===== src/design/vagh_pkg.sv =====
// ----------------------------------------------------------------------------
// vagh_pkg
// Item types, command codes and cell-row types of the voice allocator.
// ----------------------------------------------------------------------------
`default_nettype none

package vagh_pkg;

    localparam int IDX_W = 8;
    localparam int GEN_W = 24;
    localparam int AGE_W = 64;
    localparam int BID_W = 32;
    localparam int HDL_W = 32;

    localparam logic [GEN_W-1:0] GEN_MASK = 24'hFF_FFFF;

    // input commands
    localparam logic [1:0] CMD_PLAY   = 2'd0;
    localparam logic [1:0] CMD_STOP   = 2'd1;
    localparam logic [1:0] CMD_FINISH = 2'd2;
    localparam logic [1:0] CMD_QUERY  = 2'd3;

    // configuration register indexes
    localparam logic [1:0] CFG_BACKEND_AVAILABLE = 2'd0;
    localparam logic [1:0] CFG_OUTPUT_ENABLED    = 2'd1;
    localparam logic [1:0] CFG_OUTPUT_PAUSED     = 2'd2;
    localparam logic [1:0] CFG_USER_UNLOCKED     = 2'd3;

    typedef struct packed {
        logic [1:0]       cmd;
        logic [HDL_W-1:0] voice_handle_in;
        logic [4:0]       slot_number;
        logic             request_valid;
        logic [BID_W-1:0] new_backend_id;
    } vagh_in_t;

    typedef struct packed {
        logic [HDL_W-1:0] voice_handle_out;
        logic             handle_live;
        logic [BID_W-1:0] live_backend_id;
        logic             release_valid;
        logic [BID_W-1:0] release_backend_id;
    } vagh_out_t;

    // operation broadcast to every cell for one pass down the row
    typedef enum logic [2:0] {
        OP_SEARCH,
        OP_COMMIT,
        OP_STOP,
        OP_FINISH,
        OP_QUERY
    } pass_op_t;

    typedef struct packed {
        pass_op_t         op;
        logic [IDX_W-1:0] tgt;
        logic [GEN_W-1:0] gen;
        logic [BID_W-1:0] backend;
        logic [AGE_W-1:0] age;
    } cell_cmd_t;

    // record handed from cell to cell
    typedef struct packed {
        logic             tok;
        logic             found_free;
        logic [IDX_W-1:0] best_idx;
        logic [AGE_W-1:0] best_age;
        logic             live;
        logic [BID_W-1:0] live_id;
        logic             rel;
        logic [BID_W-1:0] rel_id;
        logic [HDL_W-1:0] h_out;
    } chain_rec_t;

    // next generation, never 0
    function automatic logic [GEN_W-1:0] bump_gen(input logic [GEN_W-1:0] g);
        logic [GEN_W-1:0] n;
        n = (g + 24'd1) & GEN_MASK;
        return (n == '0) ? 24'd1 : n;
    endfunction

endpackage

`default_nettype wire


===== src/design/vagh_cell.sv =====
// ----------------------------------------------------------------------------
// vagh_cell
// One voice slot: holds its state and merges it into the passing record.
// ----------------------------------------------------------------------------
`default_nettype none

module vagh_cell
    import vagh_pkg::*;
(
    input  wire logic             aclk,
    input  wire logic             aresetn,
    input  wire logic [IDX_W-1:0] cell_idx,
    input  wire cell_cmd_t        cmd,
    input  wire chain_rec_t       rec_in,
    output chain_rec_t            rec_out
);

    logic             occ_reg,     occ_next;
    logic [GEN_W-1:0] gen_reg,     gen_next;
    logic [BID_W-1:0] backend_reg, backend_next;
    logic [AGE_W-1:0] age_reg,     age_next;
    logic             tok_reg;
    chain_rec_t       rec_reg,     rec_next;

    logic             hit;
    logic             hmatch;
    logic [GEN_W-1:0] gen_bumped;
    logic [GEN_W-1:0] gen_after;

    assign hit        = rec_in.tok && (cmd.tgt == cell_idx);
    assign hmatch     = hit && occ_reg && (gen_reg == cmd.gen);
    assign gen_bumped = bump_gen(gen_reg);
    assign gen_after  = occ_reg ? gen_bumped : gen_reg;

    always_comb begin
        occ_next     = occ_reg;
        gen_next     = gen_reg;
        backend_next = backend_reg;
        age_next     = age_reg;
        rec_next     = rec_in;
        case (cmd.op)
            OP_SEARCH: begin
                if (!rec_in.found_free) begin
                    if (!occ_reg) begin
                        rec_next.found_free = 1'b1;
                        rec_next.best_idx   = cell_idx;
                    end else if (cell_idx == '0 || age_reg < rec_in.best_age) begin
                        rec_next.best_idx = cell_idx;
                        rec_next.best_age = age_reg;
                    end
                end
            end
            OP_COMMIT: begin
                if (hit) begin
                    // steal first if the slot is busy, then take it unless the new backend id is zero
                    if (occ_reg) begin
                        rec_next.rel    = 1'b1;
                        rec_next.rel_id = backend_reg;
                        occ_next        = 1'b0;
                        gen_next        = gen_bumped;
                    end
                    if (cmd.backend != '0) begin
                        occ_next       = 1'b1;
                        backend_next   = cmd.backend;
                        age_next       = cmd.age;
                        rec_next.h_out = {gen_after, cell_idx + 8'd1};
                    end
                end
            end
            OP_STOP: begin
                if (hmatch) begin
                    rec_next.live   = 1'b1;
                    rec_next.rel    = 1'b1;
                    rec_next.rel_id = backend_reg;
                    occ_next        = 1'b0;
                    gen_next        = gen_bumped;
                end
            end
            OP_FINISH: begin
                if (hit && occ_reg) begin
                    rec_next.rel    = 1'b1;
                    rec_next.rel_id = backend_reg;
                    occ_next        = 1'b0;
                    gen_next        = gen_bumped;
                end
            end
            OP_QUERY: begin
                if (hmatch) begin
                    rec_next.live    = 1'b1;
                    rec_next.live_id = backend_reg;
                end
            end
            default: begin
                rec_next = rec_in;
            end
        endcase
    end

    always_ff @(posedge aclk) begin
        if (!aresetn) begin
            occ_reg <= 1'b0;
            gen_reg <= 24'd1;
            tok_reg <= 1'b0;
        end else begin
            occ_reg <= occ_next;
            gen_reg <= gen_next;
            tok_reg <= rec_in.tok;
        end
    end

    always_ff @(posedge aclk) begin
        backend_reg <= backend_next;
        age_reg     <= age_next;
        rec_reg     <= rec_next;
    end

    always_comb begin
        rec_out     = rec_reg;
        rec_out.tok = tok_reg;
    end

endmodule

`default_nettype wire


===== config.mk =====
export PLATFORM = sky130hd
export DESIGN_NAME = vagh_cell
export DESIGN_NICKNAME = d
export VERILOG_FILES = /design/src/design/vagh_pkg.sv /design/src/design/vagh_cell.sv
export SDC_FILE = /design/constraint.sdc
export NUM_CORES = 1
export LEC_CHECK = 0
export BUFFER_PORTS_ARGS = -buffer_cell sky130_fd_sc_hd__clkbuf_2
export CAP_MARGIN = 20
export CORE_AREA = 2 2 190 192
export CTS_CLUSTER_DIAMETER = 120
export CTS_CLUSTER_SIZE = 30
export DETAILED_ROUTE_END_ITERATION = 12
export DIE_AREA = 0 0 192 194
export PLACE_DENSITY = 0.66
export REMOVE_ABC_BUFFERS = 1
export SLEW_MARGIN = 25
export SYNTH_ARGS = -nofsm -noshare
export SYNTH_HDL_FRONTEND = slang
export SYNTH_SLANG_ARGS = --single-unit

===== constraint.sdc =====
create_clock -name aclk -period 7.8 [get_ports aclk]
set_input_delay 0.78 -clock aclk [delete_from_list [all_inputs] [get_ports aclk]]
set_output_delay 0.78 -clock aclk [all_outputs]
set_load 0.05 [all_outputs]

==> impl_metrics.csv, run 1 <==
group,metric,value,unit
yosys,synth.area.top_cells,"dfxtp_1, edfxtp_1, ha_1, xnor2_1, nand4_1",
sta,clock_skew,21.3,ps
route,ant_nets,0,
yosys,avgSynthCellArea,9.76,um2
global_routing,antenna_found_initial,8,
yosys,seq_area_frac_synth,0.487,
hold_path,hold-path-endpoint,"age_reg[18]$_DFFE_PP_",
clock_network,cts.sinks,293,
floorplanning,ios,485,
layout,fillCellCount,3390,
layout,final_nets,2211,
sta,max_slew_margin,0.286,
hold_path,hp-class,"in2reg",
clock_network,cts-resized-gates,0,
setup_path,cp_max_fo,56,
layout,syn2layout_area_growth,21.3,%
setup_path,start_kind,"flop",
route,avgViaCountPerCell,5.54,
clock_network,cts_tree,"built",
setup_path,crit_arrival,4310,ps
floorplanning,die-area,37200,um2
route,firstDrtPassIters,5,
power_and_ir_drop,p_per_area,179,nW/um2
floorplanning,fp.dieH,194,um
clock_network,postCtsSetupRepairBufs,0,
yosys,synth_edf_count,96,
floorplanning,rows,69,
clock_network,max-clock-path-buffers,3,
yosys,synth_commonest_cells,"dfxtp_1, nand2_1, edfxtp_1, nand4_1, nand3_1",
floorplanning,coreArea,35200,um2
placement,routabilityCongestion,0.910,
clock_network,cts_buffers,13,
placement,dp_hpwl,35200,um
floorplanning,start_util,0.398,
sta,finalMaxSlewViolations,0,
clock_network,clkLatencyLatePin,520,ps
route,wire_per_inst,21.2,um
setup_path,cp.required,8250,ps
yosys,synth-compound-area-share,0.125,
sta,fin_tns_setup,0,ps
yosys,synth_top_area_frac,0.281,
setup_path,rr_startpoint,"age_reg[15]$_DFFE_PP_",
sta,fin_crit,3860,ps
yosys,synth_ff_type,"dfxtp_1",
sta,finalCritPeriodShare,0.495,
hold_path,hold_start,"cmd[18]",
global_routing,grt_max_degree,85,
setup_path,reg2reg_to,"rec_out[147]$_DFF_P_",
layout,drive_gt1_frac,0.314,
placement,portBuffers,484,
layout,final_core_util,0.482,
clock_network,path_clk_slew,130,ps
run,max_cap_violations,0,
sta,hold_viol,0,
clock_network,cts.htree.levels,1,
yosys,ys_warn_count,0,
route,vias,12700,
layout,largest_reg_flops,171,
yosys,synth_xor_area_frac,0.0575,
yosys,ys_async_sr_fraction,0,
setup_path,end_kind,"flop",
yosys,syn_area,14000,um2
yosys,synth_top_cell_by_area,"dfxtp_1",
yosys,synth_seq_cells,293,
sta,rsz0062_at_grt,"false",
global_routing,grt.overflow.total,0,
yosys,yosys.cell_types.count,68,
hold_path,whs_path_depth,1,
route,wirelength,48800,um
global_routing,grt_util_all_layers,0.252,
route,drc,0,
setup_path,worst_r2r_path_depth,9,
floorplanning,fp.dieW,192,um
yosys,synthCells,1435,
power_and_ir_drop,ir_drop,0.000162,V
yosys,synthAdderAreaFrac,0.0598,
setup_path,ff2ff_setup_slack,3940,ps
sta,setup_viol,0,
yosys,synth_top_family_by_area,"simple AND/OR/NAND/NOR gates",
clock_network,cts_root_buf,"clkbuf_16",
global_routing,grt_pass1_wl,73400,um
clock_network,cts_hold_buf,0,
global_routing,grt_pass1_vias,12400,
power_and_ir_drop,leakagePower,0.00734,uW
sta,tightest_slew,1070,ps
yosys,muxShareOfSynthArea,0.0310,
yosys,synth-simple-area-share,0.181,
sta,fmax,259,MHz
outcome,status,"finished clean",
setup_path,critPathKind,"reg2reg",
yosys,yosysMostFrequentCell,"dfxtp_1",
route,drtIter0Drc,859,
## final cells by class
class,instances,area [um2],area share
Tap cell,461,577,0.0339
Timing Repair Buffer,497,2520,0.149
Antenna cell,3,7.51,0.000442
Clock buffer,20,373,0.0219
Sequential cell,293,6830,0.402
Inverter,73,274,0.0161
Multi-Input combinational cell,953,6400,0.377
Clock inverter,1,5.00,0.000295
## how the worst max path moves through the flow
| stage | start | endpoint | slack (ps) | depth (start not counted) |
|---|---|---|---|---|
| 2_1_floorplan | cmd[124] | rec_out[9]$_DFF_P_ | -90 | 7 |
| 3_3_place_gp | rec_in[149] | rec_out[169]$_DFF_P_ | 3610 | 11 |
| 3_5_place_dp | rec_in[113] | rec_out[138]$_DFF_P_ | 3530 | 11 |
| 4_1_cts | age_reg[15]$_DFFE_PP_ | rec_out[138]$_DFF_P_ | 4040 | 9 |
| 5_1_grt | age_reg[15]$_DFFE_PP_ | rec_out[101]$_DFF_P_ | 3740 | 9 |
| 6_report | age_reg[15]$_DFFE_PP_ | rec_out[147]$_DFF_P_ | 3940 | 9 |
## layout by cell type (no fill, tap or decap), types with 4 or more instances in the layout
master	synthesis	routed
mux2_2	35	35
edfxtp_1	96	96
clkbuf_16	0	14
o211ai_1	73	73
inv_1	72	72
nor4_1	17	17
a21oi_1	58	57
nor3_1	24	24
clkbuf_2	0	484
nor2_1	72	69
buf_4	6	12
or2_2	6	6
o21ai_0	15	15
ha_1	67	67
a31oi_1	4	4
o2111ai_1	9	9
a221oi_1	4	4
a22oi_1	64	64
nor3b_1	7	7
nand3_1	87	87
mux2i_1	4	4
and3_1	9	9
nand4_1	94	94
nand2_1	153	151
dfxtp_1	197	197
xnor2_1	73	73
xor2_1	19	19
clkbuf_1	82	6
## where the power goes
group	switching (uW)	leakage, uW	total, uW	internal (uW)
logic	390	0.00464	556	166
clock network	504	0.000184	843	339
registers	19.5	0.00252	1650	1630
## cells by family after synthesis
family | count (synthesis)
AND/OR/NAND/NOR | 502
flip-flops | 293
AO/OA/AOI/OAI | 253
buffers and inverters | 189
XOR/XNOR | 92
adder cells (fa/ha/maj) | 67
multiplexers | 39
## per-layer routing
layer  up-vias  wire (um)  track usage
met5         -         67            0
met4        10       1500       0.0780
met3        80       4570       0.0552
met2       622      23300        0.423
met1      6040      19400        0.323
li1       5996          -            -
## metrics by stage
step / power [uW] / hold WS [ps] / setup slack, ps / area (um2) / cells
floorplan: 2020 / 437 / -90.3 / 13500 / 1319
global placement: 2230 / 445 / 3610 / 16600 / 2277
detailed placement: 2240 / 454 / 3530 / 16600 / 2277
CTS: 3070 / 399 / 4040 / 17000 / 2298
global route: 3160 / 396 / 3740 / 17000 / 2301
finish: 3050 / 429 / 3940 / 17000 / 2301
## worst max-delay path, cell delays in order (launching register included)
cell and delay, ps:
edfxtp_1 460, ha_1 340, nand4_1 160, or4_1 550, o32ai_1 500, a2bb2oi_1 350, or2_2 420, buf_4 640
o211ai_1 160, nand3_1 150
Power figures use the tool's default switching activity.
==> run 2: changes to the inputs <==
ABC_AREA = 1   (was not set)
CORE_AREA = 2 2 186 188   (was 2 2 190 192)
DIE_AREA = 0 0 188 190   (was 0 0 192 194)
clock period = 3.9 ns   (was 7.8 ns; I/O delays follow)
==> impl_metrics.csv, run 2 <==
group,metric,value,unit
outcome,status,"finished clean",
yosys,seq_area_frac_synth,0.519,
sta,max_slew_margin,0.484,
sta,clock_skew,48.8,ps
route,avgViaCountPerCell,4.82,
yosys,ys_async_sr_fraction,0,
route,route.met3.wl,3140,um
yosys,synth-compound-area-share,0.0662,
power_and_ir_drop,comb_power_share,0.175,
sta,finalCritPeriodShare,0.718,
power_and_ir_drop,ir_drop,0.000294,V
clock_network,path_clk_slew,120,ps
layout,mostFrequentLayoutCells,"clkbuf_2, nand2_1, dfxtp_1, inv_1, nand3_1",
sta,rsz0062_at_grt,"false",
floorplanning,fp.dieW,188,um
global_routing,grt_max_degree,66,
layout,final_nets,2360,
yosys,synthCells,1525,
yosys,synth_xor_area_frac,0.0233,
sta,fin_crit,2800,ps
power_and_ir_drop,intPower,4350,uW
floorplanning,fp.dieH,190,um
route,wl_met2,20900,um
sta,fmax,357,MHz
yosys,ys_warn_count,0,
floorplanning,rows,68,
yosys,synth_top_family_by_area,"simple AND/OR/NAND/NOR gates",
yosys,synth_edf_count,96,
layout,stdcell_count,2446,
yosys,muxShareOfSynthArea,0.0231,
placement,routabilityCongestion,0.913,
yosys,syn_area,13100,um2
route,top_layer_used,"met5",
yosys,yosysMostFrequentCell,"nand2_1",
layout,layout_commonest_cell,"clkbuf_2",
power_and_ir_drop,clkPwrFrac,0.287,
sta,fin_tns_setup,0,ps
hold_path,hp-class,"in2reg",
layout,drive_gt1_frac,0.295,
yosys,synth.area.top_cells,"dfxtp_1, edfxtp_1, nand2_1, ha_1, nand3_1",
run,max_cap_violations,0,
sta,setup_viol,0,
sta,hold_viol,0,
power_and_ir_drop,p_sw,1850,uW
yosys,synth_commonest_cells,"nand2_1, dfxtp_1, inv_1, nand3_1, edfxtp_1",
global_routing,grt.overflow.total,0,
route,drc,0,
clock_network,cts.htree.levels,1,
layout,largest_reg_flops,171,
global_routing,grt_pass1_wl,62400,um
power_and_ir_drop,p_per_area,378,nW/um2
route,met1_length,16400,um
yosys,yosys.cell_types.count,43,
clock_network,cts_root_buf,"clkbuf_16",
yosys,synth_seq_cells,293,
floorplanning,coreArea,33900,um2
clock_network,cts_hold_buf,0,
route,drtIter0Drc,763,
clock_network,cts-resized-gates,0,
yosys,synth_top_area_frac,0.300,
route,ant_nets,0,
setup_path,end_kind,"flop",
route,firstDrtPassIters,4,
floorplanning,start_util,0.387,
route,vias,11800,
yosys,synth_top_cell_by_area,"dfxtp_1",
clock_network,postCtsSetupRepairBufs,0,
clock_network,max-clock-path-buffers,3,
sta,tightest_slew,774,ps
route,wire_per_inst,17.0,um
yosys,avgSynthCellArea,8.62,um2
sta,finalMaxSlewViolations,0,
placement,dp_cells,2419,
power_and_ir_drop,seqPwrFrac,0.537,
setup_path,critPathKind,"reg2reg",
yosys,synthAdderAreaFrac,0.0638,
yosys,synth_ff_type,"dfxtp_1",
setup_path,crit_arrival,3220,ps
placement,place_area,16000,um2
floorplanning,ios,485,
global_routing,antenna_found_initial,4,
sta,whs,35.8,ps
power_and_ir_drop,leakagePower,0.00823,uW
floorplanning,die-area,35700,um2
clock_network,cts_tree,"built",
setup_path,start_kind,"flop",
yosys,synth-simple-area-share,0.241,
clock_network,cts.sinks,293,
clock_network,clkLatencyLatePin,520,ps
clock_network,cts_buffers,14,
global_routing,grt_util_all_layers,0.223,
power_and_ir_drop,switching_share,0.298,
route,wirelength,41700,um
setup_path,cp_max_fo,63,
placement,dp_hpwl,32700,um
layout,final_area,16400,um2
layout,syn2layout_area_growth,24.8,%
placement,portBuffers,484,
setup_path,cp.required,4320,ps
global_routing,grt_pass1_vias,11300,
[run 2: cell types whose count changed after synthesis, moves of 17 or more]
cell      change
o211ai_1     -71
clkbuf_1     -60
o21ai_0      +72
mux2_2       -17
a22oi_1      -64
nand2_1     +326
xnor2_1      -60
nand4_1      -79
inv_1        +57
[run 2: final timing paths]
path	endpoint	slack (ps)	startpoint	cells after the start
worst max register to register	rec_out[128]$_DFF_P_	1100	age_reg[31]$_DFFE_PP_	13
worst max-delay path	rec_out[128]$_DFF_P_	1100	age_reg[31]$_DFFE_PP_	13
worst min register to register	rec_out[60]$_DFF_P_	480	backend_reg[28]$_DFFE_PP_	2
worst min-delay path	age_reg[53]$_DFFE_PP_	40	cmd[53]	1
[run 2: kinds of logic after synthesis]
kind of cell             Yosys count
adder cells (fa/ha/maj)           67
AND/OR/NAND/NOR                  739
flip-flops                       293
buffers and inverters            194
AO/OA/AOI/OAI                    170
XOR/XNOR                          35
multiplexers                      27
[run 2: through the flow]
step	setup slack, ps	util	power, uW
after CTS	1140	0.483	6260
after floorplan	-1310	-	4070
after detailed placement	1030	0.470	4490
after global placement	1100	0.470	4470
final	1100	0.483	6200
after global routing	939	0.483	6440
[run 2: layout make-up]
| type | count | area [um2] |
|---|---|---|
| repair buffers | 495 | 2530 |
| inverters | 138 | 520 |
| fillers | 3329 | 17500 |
| flip-flops and latches | 293 | 6830 |
| clock buffers | 22 | 402 |
| well taps | 455 | 569 |
| diodes | 3 | 7.51 |
| clock inverters | 2 | 41.3 |
| multi-input cells | 1038 | 5500 |
[run 2: critical path: stages (launching register included)]
cell and delay [ps]:
edfxtp_1 420, ha_1 310, nand2_1 90, nor4_1 530
nand2_1 110, nor2_1 150, nand2_1 70, nand2_1 140
nand2_1 90, nand2_2 110, nand2_4 60, buf_4 330
nand3_1 170, nand2_1 70
[run 2: routing by layer]
metal  up-vias  GRT usage
met5         -          0
met1      5422      0.267
li1       5875          -
met2       428      0.399
met4         2     0.0742
met3        61     0.0465
[run 2: power groups by stage]
stage | registers [uW] | clock network [uW] | logic, uW
after floorplan | 3740 | 0 | 333
after global placement | 3400 | 0 | 1070
after detailed placement | 3400 | 0 | 1090
after CTS | 3330 | 1830 | 1090
after global routing | 3340 | 1920 | 1180
final | 3330 | 1780 | 1090
